--- src/rtl/tctm_pkg.sv ---
// ----------------------------------------------------------------------------
// tctm_pkg
// Shared types and constants for the three-channel timer module: field
// widths, register offsets, action codes, sequencer states and the
// request and response structs of the remainder unit.
// ----------------------------------------------------------------------------
package tctm_pkg;

  // Number of tick_cycles bits that count.
  localparam int TickBits = 8;
  localparam int TickFieldW = 8;
  localparam int CycW = (TickBits < TickFieldW) ? TickBits : TickFieldW;

  localparam int CntW = 16;
  localparam int PerW = CntW + 1;
  localparam int NumTimers = 3;
  localparam int IdxW = 2;
  localparam int StepW = $clog2(CycW + 1);

  // Action codes.
  localparam logic [1:0] ActTick  = 2'd0;
  localparam logic [1:0] ActRead  = 2'd1;
  localparam logic [1:0] ActWrite = 2'd2;

  // Register offsets.
  localparam logic [2:0] OffStatus = 3'd0;
  localparam logic [2:0] OffCtrl2  = 3'd1;

  // Control and status bits.
  localparam int CtrlHoldBit = 0;
  localparam int CtrlSelBit  = 0;
  localparam int CtrlIrqEnBit = 6;
  localparam int StatIrqBit  = 7;

  localparam logic [CntW-1:0] CntAllOnes = 16'hFFFF;

  typedef enum logic [1:0] {
    ST_IDLE,
    ST_CHECK,
    ST_REM,
    ST_FINISH
  } tctm_state_e;

  typedef struct packed {
    logic            start;
    logic [CycW-1:0] dividend;
    logic [PerW-1:0] divisor;
  } rem_req_t;

  typedef struct packed {
    logic            done;
    logic [CycW-1:0] rem;
  } rem_rsp_t;

endpackage

--- src/rtl/tctm_rem_unit.sv ---
// ----------------------------------------------------------------------------
// tctm_rem_unit
// Iterative restoring remainder unit. One dividend bit is shifted in and
// one trial subtraction is made per cycle; done pulses with the result.
// ----------------------------------------------------------------------------
module tctm_rem_unit (
  input  logic               clk_i,
  input  logic               rst_ni,
  input  tctm_pkg::rem_req_t req_i,
  output tctm_pkg::rem_rsp_t rsp_o
);
  import tctm_pkg::*;

  logic             busy_q, busy_d;
  logic             done_q, done_d;
  logic [StepW-1:0] step_q, step_d;
  logic [CycW-1:0]  dvd_q, dvd_d;
  logic [CycW-1:0]  rem_q, rem_d;
  logic [PerW-1:0]  div_q, div_d;

  logic [CycW:0]    trial;
  logic [PerW-1:0]  trial_ext;
  logic [PerW-1:0]  diff;

  assign trial     = {rem_q, dvd_q[CycW-1]};
  assign trial_ext = PerW'(trial);
  assign diff      = trial_ext - div_q;

  always_comb begin
    busy_d = busy_q;
    done_d = 1'b0;
    step_d = step_q;
    dvd_d  = dvd_q;
    rem_d  = rem_q;
    div_d  = div_q;
    if (req_i.start) begin
      busy_d = 1'b1;
      step_d = StepW'(CycW);
      dvd_d  = req_i.dividend;
      rem_d  = '0;
      div_d  = req_i.divisor;
    end else if (busy_q) begin
      // The partial remainder never exceeds the dividend, so CycW bits hold it.
      if (trial_ext >= div_q) begin
        rem_d = diff[CycW-1:0];
      end else begin
        rem_d = trial[CycW-1:0];
      end
      dvd_d  = dvd_q << 1;
      step_d = step_q - StepW'(1);
      if (step_q == StepW'(1)) begin
        busy_d = 1'b0;
        done_d = 1'b1;
      end
    end
  end

  always_ff @(posedge clk_i or negedge rst_ni) begin
    if (!rst_ni) begin
      busy_q <= 1'b0;
      done_q <= 1'b0;
      step_q <= '0;
    end else begin
      busy_q <= busy_d;
      done_q <= done_d;
      step_q <= step_d;
    end
  end

  always_ff @(posedge clk_i) begin
    dvd_q <= dvd_d;
    rem_q <= rem_d;
    div_q <= div_d;
  end

  assign rsp_o.done = done_q;
  assign rsp_o.rem  = rem_q;

endmodule

--- src/rtl/three_channel_timer_module_core.sv ---
// ----------------------------------------------------------------------------
// three_channel_timer_module_core
// Three 16-bit down-counters with reload latches, three control registers
// and a status byte, driven by tick, register read and register write
// transactions. Each transaction returns one result transaction.
// ----------------------------------------------------------------------------
//
//   Channel | Direction | Handshake              | Payload
//   --------+-----------+------------------------+----------------------------
//   in      | input     | in_valid_i / in_stall_o | action, reg_offset,
//           |           |                        | write_data, tick_cycles
//   out     | output    | out_valid_o / out_stall_i | read_data, irq_pending
//
// A register read or write is applied at the edge that accepts it; its result
// then goes from the finish state into the output register.
// A tick walks the three timers one after another: each timer is compared in
// the check state and, when it wraps, has its leftover count reduced in the
// shared remainder unit, a bit-serial loop, before the next timer is checked.
// The block takes one transaction at a time; in_stall_o is high while it
// works. Reset loads the counters and latches with all ones and clears the
// control and status registers. A stalled result waits in the output
// register and holds the sequencer in its final state.
// ----------------------------------------------------------------------------
module three_channel_timer_module_core (
  input  logic       clk_i,
  input  logic       rst_ni,
  input  logic       in_valid_i,
  output logic       in_stall_o,
  input  logic [1:0] action_i,
  input  logic [2:0] reg_offset_i,
  input  logic [7:0] write_data_i,
  input  logic [7:0] tick_cycles_i,
  output logic       out_valid_o,
  input  logic       out_stall_i,
  output logic [7:0] read_data_o,
  output logic       irq_pending_o
);
  import tctm_pkg::*;

  // Sequencer state.
  tctm_state_e     state_q, state_d;
  logic [IdxW-1:0] tmr_q, tmr_d;
  logic [CycW-1:0] cyc_q, cyc_d;
  logic [7:0]      rd_q, rd_d;

  // Architectural state. The counter and latch arrays have a single
  // access index that both reads and writes use.
  logic [CntW-1:0] cnt_q [NumTimers];
  logic [CntW-1:0] lat_q [NumTimers];
  logic [7:0]      ctrl1_q, ctrl1_d;
  logic [7:0]      ctrl2_q, ctrl2_d;
  logic [7:0]      ctrl3_q, ctrl3_d;
  logic [7:0]      stat_q, stat_d;

  logic            cnt_we, lat_we;
  logic [CntW-1:0] cnt_wdata, lat_wdata;

  // Output register.
  logic            out_valid_q, out_valid_d;
  logic [7:0]      out_data_q, out_data_d;
  logic            out_irq_q, out_irq_d;

  logic            in_accept;
  logic [IdxW-1:0] acc_idx;
  logic [CntW-1:0] cnt_rd, lat_rd;
  logic [CntW-1:0] top;
  logic [PerW-1:0] period;
  logic [CntW-1:0] cyc_ext;
  logic [CntW-1:0] left_full;
  logic [7:0]      ctrl_sel;
  logic            irq;

  rem_req_t rem_req;
  rem_rsp_t rem_rsp;

  assign in_accept  = in_valid_i && (state_q == ST_IDLE);
  assign in_stall_o = (state_q != ST_IDLE);

  // While idle the array index comes from the register offset; while a
  // tick runs it comes from the timer being worked on.
  always_comb begin
    if (state_q == ST_IDLE) begin
      if (reg_offset_i[2:1] != 2'd0) begin
        acc_idx = reg_offset_i[2:1] - IdxW'(1);
      end else begin
        acc_idx = '0;
      end
    end else begin
      acc_idx = tmr_q;
    end
  end

  assign cnt_rd  = cnt_q[acc_idx];
  assign lat_rd  = lat_q[acc_idx];
  // A zero latch acts as a full period of 65536 counts.
  assign top     = (lat_rd == '0) ? CntAllOnes : lat_rd;
  assign period  = PerW'(top) + PerW'(1);
  assign cyc_ext = CntW'(cyc_q);
  assign left_full = cyc_ext - cnt_rd - CntW'(1);

  always_comb begin
    case (tmr_q)
      2'd0:    ctrl_sel = ctrl1_q;
      2'd1:    ctrl_sel = ctrl2_q;
      default: ctrl_sel = ctrl3_q;
    endcase
  end

  // A timer asks for an interrupt when its flag and its enable are both set.
  assign irq = |(stat_q[NumTimers-1:0] &
                 {ctrl3_q[CtrlIrqEnBit], ctrl2_q[CtrlIrqEnBit], ctrl1_q[CtrlIrqEnBit]});

  always_comb begin
    state_d     = state_q;
    tmr_d       = tmr_q;
    cyc_d       = cyc_q;
    rd_d        = rd_q;
    ctrl1_d     = ctrl1_q;
    ctrl2_d     = ctrl2_q;
    ctrl3_d     = ctrl3_q;
    stat_d      = stat_q;
    cnt_we      = 1'b0;
    lat_we      = 1'b0;
    cnt_wdata   = cnt_rd;
    lat_wdata   = lat_rd;
    out_valid_d = out_valid_q && out_stall_i;
    out_data_d  = out_data_q;
    out_irq_d   = out_irq_q;
    rem_req.start    = 1'b0;
    rem_req.dividend = left_full[CycW-1:0];
    rem_req.divisor  = period;

    unique case (state_q)
      ST_IDLE: begin
        if (in_accept) begin
          rd_d    = '0;
          state_d = ST_FINISH;
          if (action_i == ActTick) begin
            cyc_d = tick_cycles_i[CycW-1:0];
            tmr_d = '0;
            // A held or empty tick changes nothing.
            if (!ctrl1_q[CtrlHoldBit] && (tick_cycles_i[CycW-1:0] != '0)) begin
              state_d = ST_CHECK;
            end
          end else if (action_i == ActRead) begin
            if (reg_offset_i == OffStatus) begin
              rd_d   = stat_q;
              stat_d = '0;
            end else if (reg_offset_i == OffCtrl2) begin
              rd_d = ctrl2_q;
            end else if (reg_offset_i[0]) begin
              rd_d = cnt_rd[7:0];
            end else begin
              rd_d = cnt_rd[15:8];
            end
          end else if (action_i == ActWrite) begin
            if (reg_offset_i == OffStatus) begin
              if (ctrl2_q[CtrlSelBit]) begin
                ctrl1_d = write_data_i;
              end else begin
                ctrl3_d = write_data_i;
              end
            end else if (reg_offset_i == OffCtrl2) begin
              ctrl2_d = write_data_i;
            end else if (reg_offset_i[0]) begin
              // The low byte completes the latch and loads the counter.
              lat_we    = 1'b1;
              lat_wdata = {lat_rd[15:8], write_data_i};
              cnt_we    = 1'b1;
              cnt_wdata = {lat_rd[15:8], write_data_i};
            end else begin
              lat_we    = 1'b1;
              lat_wdata = {write_data_i, lat_rd[7:0]};
            end
          end
        end
      end

      ST_CHECK: begin
        if (cyc_ext > cnt_rd) begin
          // Underflow: flag the timer and reduce the leftover cycles modulo
          // the reload period in the remainder unit.
          stat_d[tmr_q] = 1'b1;
          if (ctrl_sel[CtrlIrqEnBit]) begin
            stat_d[StatIrqBit] = 1'b1;
          end
          rem_req.start = 1'b1;
          state_d = ST_REM;
        end else begin
          cnt_we    = 1'b1;
          cnt_wdata = cnt_rd - cyc_ext;
          if (tmr_q == IdxW'(NumTimers - 1)) begin
            state_d = ST_FINISH;
          end else begin
            tmr_d = tmr_q + IdxW'(1);
          end
        end
      end

      ST_REM: begin
        if (rem_rsp.done) begin
          cnt_we    = 1'b1;
          cnt_wdata = top - CntW'(rem_rsp.rem);
          if (tmr_q == IdxW'(NumTimers - 1)) begin
            state_d = ST_FINISH;
          end else begin
            tmr_d   = tmr_q + IdxW'(1);
            state_d = ST_CHECK;
          end
        end
      end

      ST_FINISH: begin
        if (!out_valid_q || !out_stall_i) begin
          out_valid_d = 1'b1;
          out_data_d  = rd_q;
          out_irq_d   = irq;
          state_d     = ST_IDLE;
        end
      end

      default: begin
        state_d = ST_IDLE;
      end
    endcase
  end

  tctm_rem_unit u_rem (
    .clk_i  (clk_i),
    .rst_ni (rst_ni),
    .req_i  (rem_req),
    .rsp_o  (rem_rsp)
  );

  always_ff @(posedge clk_i or negedge rst_ni) begin
    if (!rst_ni) begin
      state_q     <= ST_IDLE;
      tmr_q       <= '0;
      ctrl1_q     <= '0;
      ctrl2_q     <= '0;
      ctrl3_q     <= '0;
      stat_q      <= '0;
      out_valid_q <= 1'b0;
      for (int i = 0; i < NumTimers; i++) begin
        cnt_q[i] <= CntAllOnes;
        lat_q[i] <= CntAllOnes;
      end
    end else begin
      state_q     <= state_d;
      tmr_q       <= tmr_d;
      ctrl1_q     <= ctrl1_d;
      ctrl2_q     <= ctrl2_d;
      ctrl3_q     <= ctrl3_d;
      stat_q      <= stat_d;
      out_valid_q <= out_valid_d;
      if (cnt_we) begin
        cnt_q[acc_idx] <= cnt_wdata;
      end
      if (lat_we) begin
        lat_q[acc_idx] <= lat_wdata;
      end
    end
  end

  always_ff @(posedge clk_i) begin
    cyc_q      <= cyc_d;
    rd_q       <= rd_d;
    out_data_q <= out_data_d;
    out_irq_q  <= out_irq_d;
  end

  assign out_valid_o   = out_valid_q;
  assign read_data_o   = out_data_q;
  assign irq_pending_o = out_irq_q;

  // The remainder handed back is always below the period of its timer.
  a_rem_below_period: assert property (@(posedge clk_i) disable iff (!rst_ni)
    (state_q == ST_REM && rem_rsp.done) |-> (PerW'(rem_rsp.rem) < period))
    else $error("remainder not below the reload period");

  // Reading the status register clears it.
  a_status_clear: assert property (@(posedge clk_i) disable iff (!rst_ni)
    (in_accept && action_i == ActRead && reg_offset_i == OffStatus)
      |=> (stat_q == '0))
    else $error("status not cleared after read");

  // A tick with counting held goes straight to the result.
  a_hold_skips: assert property (@(posedge clk_i) disable iff (!rst_ni)
    (in_accept && action_i == ActTick && ctrl1_q[CtrlHoldBit])
      |=> (state_q == ST_FINISH))
    else $error("held tick started counting");

  // The timer index never leaves the three timers.
  a_tmr_range: assert property (@(posedge clk_i) disable iff (!rst_ni)
    (state_q == ST_CHECK || state_q == ST_REM) |-> (tmr_q != 2'd3))
    else $error("timer index out of range");

endmodule

--- config.mk ---
export PLATFORM = sky130hd
export DESIGN_NAME = three_channel_timer_module_core
export DESIGN_NICKNAME = d
export VERILOG_FILES = /design/src/rtl/tctm_pkg.sv /design/src/rtl/tctm_rem_unit.sv /design/src/rtl/three_channel_timer_module_core.sv
export SDC_FILE = /design/constraint.sdc
export NUM_CORES = 1
export LEC_CHECK = 0
export BUFFER_PORTS_ARGS = -buffer_cell sky130_fd_sc_hd__buf_4
export CAP_MARGIN = 20
export CORE_MARGIN = 3
export CORE_UTILIZATION = 23
export CTS_CLUSTER_DIAMETER = 30
export DETAILED_ROUTE_END_ITERATION = 10
export GPL_TIMING_DRIVEN = 0
export HOLD_SLACK_MARGIN = 0.1
export PLACE_DENSITY = 0.47
export SLEW_MARGIN = 20
export SYNTH_ARGS = -nofsm -noshare
export SYNTH_HDL_FRONTEND = slang
export SYNTH_SLANG_ARGS = --single-unit
export TNS_END_PERCENT = 50
--- constraint.sdc ---
create_clock -name clk_i -period 11.75 [get_ports clk_i]
set_input_delay 2.35 -clock clk_i [delete_from_list [all_inputs] [get_ports clk_i]]
set_output_delay 2.35 -clock clk_i [all_outputs]
set_load 0.005 [all_outputs]
# Word level (Yosys, flattened, before mapping)

Cells that the tools add are included.

Output and inout bits: 11
Input bits: 25
Register bits: 195
Word-level logic and storage cells: 186

Mux-type cells: 91
Bitwise operators: 7
Reduce and logical (&&, ||, !) cells: 31
Order comparisons: 6
Equality and inequality tests: 19
Add/subtract/negate cells: 9

Operators with widths:

| operator                                                                 | count |
|---|---|
| 16-bit two-way mux                                                       | 23 |
| 48-bit bitwise mux                                                       | 2 |
| 8-bit two-way mux                                                        | 11 |
| 16-bit binary-select mux with 2-bit select                               | 2 |
| 16-bit one-hot mux with 3 select lines                                   | 1 |
| 16-bit demux with 2-bit select                                           | 1 |
| 16-bit by 8-bit subtractor with 16-bit output                            | 2 |
| 2-bit two-way mux                                                        | 15 |
| 1-bit two-way mux                                                        | 28 |
| 7-bit AND reduction                                                      | 3 |
| 16-bit by 1-bit adder with 17-bit output (second input constant)         | 1 |
| 9-bit by 17-bit greater-or-equal comparator with 1-bit output            | 1 |
| 8-bit by 16-bit > comparator with 1-bit output                           | 1 |
| 16-bit zero test                                                         | 1 |
| 8-bit one-hot mux with 2 select lines                                    | 1 |
| 8-bit subtractor                                                         | 2 |
| 7-bit one-hot mux with 2 select lines                                    | 1 |
| 2-bit inequality test (second input constant)                            | 5 |
| 2-bit equality test (second input constant)                              | 4 |
| 4-bit two-way mux                                                        | 2 |
| 2-bit by 1-bit inequality test with 1-bit output (second input constant) | 4 |
| 8-bit by 4-bit bitwise OR with 8-bit output                              | 1 |
| 2-bit one-hot mux with 4 select lines                                    | 1 |
| 2-bit nonzero test                                                       | 4 |
| other kinds (32)                                                         | 46 |

# Longest topological paths before layout

Gate-level depths: netlist (run 1).

Word-level depth: 16
Depth in mapped cells: 24
Depth with buffers taken out: 20

# Modules after synthesis

Synthesis (run 1) repeated with hierarchy kept, for this count alone.

Cell total of the unflattened synthesis: 1,173
Area, all modules: 11,230.8 µm²

By module, submodules not included:

| module                          | times used | cells each | seq. area each (µm²) | area an instance (µm²) |
|---|---|---|---|---|
| three_channel_timer_module_core | 1          | 1,013      | 3,798.6              | 9,321.4 |
| tctm_rem_unit                   | 1          | 160        | 1,061.0              | 1,909.3 |

# Least setup slack after synthesis (run 1)

OpenSTA, ideal clock, no wires.

Kind: input-to-reg
Start: input reg_offset_i[1]
End: register cnt_q[27] in the netlist's numbering
Cell stages on the path: 20
Buffers on the path: 4
Data arrival time: 6.692 ns
Data required time: 11.665 ns
Setup time: 0.085 ns
Path slack: 4.974 ns
Cells stage by stage: buf_6 -> and3_4 -> or2_1 -> clkbuf_2 -> a222oi_1 -> nand4b_1 -> or3_4 -> or2_0 -> buf_6 -> buf_6 -> nand2_1 -> ha_1 -> nor2b_1 -> o31a_1 -> o221ai_1 -> nor4b_1 -> xnor2_1 -> a211oi_1 -> o311ai_1 -> mux2_1

Cells in the longest elaborated chain, start to end: 16
Elaborated cells on any way between the ends: 42
Those cells by class: add/sub (3); order compare (3); eq/ne (1); mux (30); bitwise (1); reduce/logical (4)

Ends and longest elaborated chain:

| element                                                                                | RTL line                               | source |
|---|---|---|
| from (decl)                                                                            | three_channel_timer_module_core.sv:30  | `input logic [2:0] reg_offset_i,` |
| branches (longest 16 deep; another with 16-bit by 8-bit subtractor with 16-bit output) | n/a                                    |  |
| to (signal, indexed assignment)                                                        | three_channel_timer_module_core.sv:245 | `cnt_q[i] <= CntAllOnes;` |
| to (signal, indexed assignment)                                                        | three_channel_timer_module_core.sv:257 | `cnt_q[acc_idx] <= cnt_wdata;` |
| to (decl)                                                                              | three_channel_timer_module_core.sv:48  | `logic [CntW-1:0] cnt_q [NumTimers];` |

Several ways; the timed one is not identified. The select of a mux whose other input is x is not followed.
A chain may end at the register's enable or synchronous reset.

# Worst setup path in the final report (run 1)

Start: input reg_offset_i[2]
End: register cnt_q[43] in the netlist's numbering

Same word-level chain as after synthesis.

==> results.cfg, run 1 <==
[yosys]
syn_inst = 1186
synth_seq_cells = 181
synth_area_per_cell_um2 = 9.753
ys_warn_count = 0
ys_seq_area_frac = 0.4201
synth_area_leader_cell = dfstp_2
yosysTopAreaCellShare = 0.2181
ys.flop_type = dfstp_2
synth_edf_count = 50
synthTopCellsByArea = dfstp_2, edfxtp_1, dfrtp_1, ha_1, nand2_1
synth.distinct_cells = 94
syn_nets = 1258
synth_area_um2 = 11570
postSynth.asyncResetShare = 0.6796

[floorplanning]
die_area_um2 = 53020
die_y_um = 230.3
start_util = 0.2344
core_um2 = 49360
die_w_um = 230.3
core.rowCount = 81
boundaryPins = 36

[global_route]
grt_max_degree = 67
grt_pass1_wl_um = 59060
gr-total-overflow = 0
grt_pass1_vias = 9450
grt_use_total = 0.1457
antenna_found_initial = 1

[timing]
timing.setup.tns_ps = 0
drv_slew = 0
tightest_slew_ps = 1031
min_period_over_period = 0.6747
setup_ws_ps = 3822
finalSetupViolCount = 0
whs_ps = 421.8
slew_headroom = 0.3125
fmax_mhz = 126.1
min_period_ps = 7928
hold_viol_final = 0
skew_ps = 9.969
grt_setup_unrepaired = false

[route]
vias = 9517
drc_errors = 0
avgViaCountPerCell = 4.952
dr.pass1.iters = 6
routed_wl_um = 38560
ant_nets = 0
drtIter0Drc = 768
wl_per_cell_um = 20.06

[placement]
place_ws_ps = 3358
dp_hpwl_um = 29110
dp_cells = 1890
finalWeightedCongestion = 0.8996
place.port_buffers = 34

[setup_path]
r2r_cells = 22
cp.required_ps = 12130
cp-end-kind = flip-flop
cpMaxStageDelayCell = clkbuf_1
arrival_ps = 8310
worstPathMaxFanout = 10
start_kind = primary input
crit_chain = buf_4 > nand2b_1 > buf_2 > clkbuf_1 > o22ai_1 > a21oi_1 > or4_1 > or2_2 > or2_0 > buf_6 > buf_6 > nand2_1 > ha_1 > or4_1 > or2_2 > o221ai_1 > nor4b_1 > xnor2_1 > a211oi_1 > o311ai_1 > mux2_1
setup.worst_path.class = in2reg
max_stage_delay_ps = 710

[final_layout]
final_common_cell = nand2_1
fillers = 5295
area_growth_pct = 14.87
fin_cells = 1922
mostFrequentLayoutCells = nand2_1, dfstp_2, nor2_1, o21ai_0, a21oi_1
diodes = 0
nets = 1317
biggestRegsByFlops = cnt_q (48), lat_q (48), u_rem.div_q (17)
drive_gt1_frac = 0.2361

[status]
status = complete, no violations

[clocking]
ctsHoldBuffers = 0
cts-resized-gates = 0
cts_tree = built
cts_buffers = 17
clkLatencyLatePin_ps = 460
cts_sinks = 181
cts_buffer_depth = 2
cts_max_level = 4
clk_pin_slew_ps = 70
postCtsSetupRepairBufs = 0
cts_root_buf = clkbuf_16

[power]
irDropWorstVdd_mv = 0.1011
finalPower_w = 0.004005
p_leak_nw = 5.156
p_per_area_nw_per_um2 = 301.4

[min_path]
hp-class = reg2reg
hold_depth = 0

[job]
drv_cap = 0
## layer usage
metal | GRT usage | up-vias | share of wire
li1 | - | 4441 | -
met4 | 0.03995 | 0 | 0.022
met3 | 0.02614 | 49 | 0.051
met1 | 0.2022 | 4748 | 0.47
met5 | 0 | - | 0
met2 | 0.2327 | 279 | 0.46
## Yosys cell counts (6+ instances only)
| library cell | number |
|---|---|
| o21a_1 | 10 |
| dfxtp_1 | 8 |
| buf_2 | 21 |
| nand3_1 | 19 |
| nor2_1 | 90 |
| a222oi_1 | 9 |
| or2_2 | 7 |
| a31oi_1 | 13 |
| mux2_4 | 17 |
| mux2i_1 | 43 |
| nor3_1 | 24 |
| edfxtp_1 | 50 |
| a21o_1 | 9 |
| buf_6 | 7 |
| nor2b_1 | 8 |
| o211ai_1 | 13 |
| and2_1 | 12 |
| o221ai_1 | 10 |
| clkbuf_1 | 37 |
| o22ai_1 | 12 |
| o21ai_0 | 81 |
| nand3b_1 | 6 |
| inv_1 | 56 |
| nor4_1 | 10 |
| mux2_1 | 8 |
| mux2_2 | 43 |
| xnor2_1 | 25 |
| and3_1 | 6 |
| dfstp_2 | 96 |
| dfrtp_1 | 27 |
| a211oi_1 | 10 |
| xor2_1 | 11 |
| a21oi_1 | 78 |
| nand2_1 | 132 |
| ha_1 | 44 |
| or3_1 | 6 |
| nand2b_1 | 13 |
## area by class of cell
| class | count | area (um^2) | area share |
|---|---|---|---|
| Buffer | 71 | 359.1 | 0.02702 |
| Clock buffer | 20 | 437.9 | 0.03296 |
| Clock inverter | 12 | 101.3 | 0.007627 |
| Inverter | 59 | 221.5 | 0.01667 |
| Multi-Input combinational cell | 875 | 6151 | 0.4629 |
| Sequential cell | 181 | 4860 | 0.3657 |
| Tap cell | 664 | 830.8 | 0.06252 |
| Timing Repair Buffer | 40 | 326.6 | 0.02458 |
## worst max-delay path: cells and delay by family
family,cells,cell delay [ps]
AOI/OAI and AO/OA,5,1820
buffers and inverters,5,1400
muxes,1,360
xor gates and xnor gates,1,120
adders and majority gates,1,260
and+or+nand+nor,8,2000
## through the flow
step | utilization | cell area, um^2
after floorplan | - | 11570
after global placement | 0.2564 | 12650
after detailed placement | 0.2582 | 12740
after CTS | 0.2691 | 13280
after global routing | 0.2692 | 13290
final | 0.2692 | 13290
## path summary, 6_finish.rpt
path	start	endpoint	slack [ps]
worst max register to register	state_q[0]	cnt_q[43]	4940
min in group asynchronous	rst_ni	u_rem.step_q[0]	1830
worst min register to register	rd_q[5]	read_data_o[5]	420
worst min-delay path	rd_q[5]	read_data_o[5]	420
worst max-delay path	reg_offset_i[2]	cnt_q[43]	3820
max in group asynchronous	rst_ni	cnt_q[43]	9200
## power by group
part	switching, W	leakage [nW]	internal [W]
Sequential	0.000131	1.86	0.000936
Clock	0.000273	0.266	0.000276
Combinational	0.00149	3.03	0.000900
## cell families (layout without fill, tap and decap cells)
group,count (synthesis),after routing,synth area share
AND/OR/NAND/NOR,364,364,0.1493
AO/OA/AOI/OAI,314,314,0.1857
flip-flops,181,181,0.4201
buffers and inverters,130,202,0.05008
multiplexers,114,114,0.1148
adder cells (fa/ha/maj),47,47,0.05279
XOR/XNOR,36,36,0.02726
No activity file was read; power rests on OpenSTA's default activity.
==> run 2: changes to the inputs <==
Clock period 11.75 ns to 7.3 ns, I/O delays scaled along.
==> run 2 against run 1 <==
Effect of this change: die area unchanged; critical endpoint unchanged; largest cell class unchanged; flip-flop and latch count unchanged; sequential share of layout area about the same; clock-buffer cell count unchanged; final cell count unchanged; clock skew decreased by 1.2 ps; hold slack about the same; combinational power increased by 60%; critical path depth unchanged; sequential power increased by 61%.
==> results.cfg, run 2 (synthesized netlist as in run 1, its figures left out) <==
[floorplanning]
core_um2 = 49360
die_area_um2 = 53020
start_util = 0.2344
die_y_um = 230.3
die_w_um = 230.3
boundaryPins = 36
core.rowCount = 81

[power]
p_leak_nw = 5.160
irDropWorstVdd_mv = 0.1609
finalPower_w = 0.006433
p_per_area_nw_per_um2 = 483.9

[clocking]
cts_buffer_depth = 2
cts_max_level = 4
cts_buffers = 17
cts-resized-gates = 0
cts_sinks = 181
cts_root_buf = clkbuf_16
ctsHoldBuffers = 0
postCtsSetupRepairBufs = 0
clkLatencyLatePin_ps = 450
clk_pin_slew_ps = 70
cts_tree = built

[setup_path]
crit_family = simple AND/OR/NAND/NOR gates
worstPathMaxFanout = 10
arrival_ps = 7380
crit_chain = buf_4 > nand2b_1 > buf_2 > clkdlybuf4s15_1 > a2bb2oi_1 > o31a_1 > or4_1 > or2_2 > or2_0 > buf_6 > buf_6 > nand2_1 > ha_1 > nor2b_1 > o31a_1 > o221ai_1 > nor4b_1 > xnor2_1 > a211oi_1 > o311ai_1 > mux2_1
max_stage_delay_ps = 610
start_kind = primary input
cpMaxStageDelayCell = clkdlybuf4s15_1
cp-end-kind = flip-flop
cp.required_ps = 7680
setup.worst_path.class = in2reg
cp_num_buf_inv = 5

[placement]
place.port_buffers = 34
dp_hpwl_um = 29110
finalWeightedCongestion = 0.8996

[route]
drtIter0Drc = 795
vias = 9490
dr.pass1.iters = 7
ant_nets = 0
wl_per_cell_um = 19.99
avgViaCountPerCell = 4.938
routed_wl_um = 38410
drc_errors = 0

[status]
status = complete, no violations

[global_route]
grt_max_degree = 67
gr-total-overflow = 0
grt_use_total = 0.1457
grt_pass1_vias = 9450
grt_pass1_wl_um = 59060
antenna_found_initial = 1

[timing]
slew_headroom = 0.3282
finalSetupViolCount = 0
min_period_over_period = 0.9591
fmax_mhz = 142.8
hold_viol_final = 0
drv_slew = 0
skew_ps = 8.770
grt_setup_unrepaired = false
whs_ps = 421.8
min_period_ps = 7002
tightest_slew_ps = 1008

[job]
drv_cap = 0

[final_layout]
final-seq-area_um2 = 4860
final_core_util = 0.2693
diodes = 0
fillers = 5296
area_growth_pct = 14.93
nets = 1317
multi_input_area_um2 = 6151
mostFrequentLayoutCells = nand2_1, dfstp_2, nor2_1, o21ai_0, a21oi_1
final_common_cell = nand2_1
biggestRegsByFlops = cnt_q (48), lat_q (48), u_rem.div_q (17)
drive_gt1_frac = 0.2361

[min_path]
hp-class = reg2reg
## run 2: changes by cell type in the layout (fill, tap and decap cells not counted)
cell	previous run	this run
o21ai_1	1	2
o21ai_0	81	80
clkbuf_1	38	37
clkdlybuf4s15_1	0	1
## run 2: worst reg2reg max path, stage by stage (launching register included)
cell,delay [ps]
dfrtp_1,430
inv_1,150
ha_1,370
nand2b_1,100
buf_2,210
clkdlybuf4s15_1,610
a2bb2oi_1,320
o31a_1,230
or4_1,530
or2_2,360
or2_0,250
buf_6,150
buf_6,140
nand2_1,160
ha_1,250
nor2b_1,140
o31a_1,270
o221ai_1,490
nor4b_1,490
xnor2_1,120
a211oi_1,290
o311ai_1,260
mux2_1,360
## run 2: report_power, final
part           total (W)  internal [W]  switching (W)
clock network   0.000882      0.000445       0.000438
logic            0.00383       0.00145        0.00238
registers        0.00172       0.00151       0.000211
## run 2: area by class of cell
class,instances,share of cell area
clock inverter,12,0.007624
buffer,71,0.02748
multi-input combinational,875,0.4627
tap,664,0.06249
clock buffer,20,0.03294
timing repair buffer,40,0.02456
sequential,181,0.3656
inverter,59,0.01666
## run 2: stage by stage
step                      area [um^2]  TNS, ps  cells  setup WS, ps
after floorplan                 11570        0   1186          1414
after detailed placement        12740   -561.3   1890        -201.6
final                           13290        0   1922         298.2
after global placement          12650    -2542   1884        -165.0
after global routing            13290        0   1922         32.13
after CTS                       13280        0   1922         263.3
## run 2: metal layers
metal / wire, um / share of wire / GRT usage
met1: 18010 / 0.47 / 0.2022
met2: 17530 / 0.46 / 0.2327
met3: 2061 / 0.054 / 0.02614
met4: 814 / 0.021 / 0.03995
met5: 0 / 0 / 0
## run 2: final timing paths
check	start	end	slack (ps)	depth (start not counted)
max	reg_offset_i[2]	cnt_q[43]	300	21
min	rd_q[5]	read_data_o[5]	420	0
max reg2reg	state_q[0]	cnt_q[43]	540	22
min reg2reg	rd_q[5]	read_data_o[5]	420	0
max in group asynchronous	rst_ni	cnt_q[27]	5640	2
min in group asynchronous	rst_ni	u_rem.step_q[0]	930	1
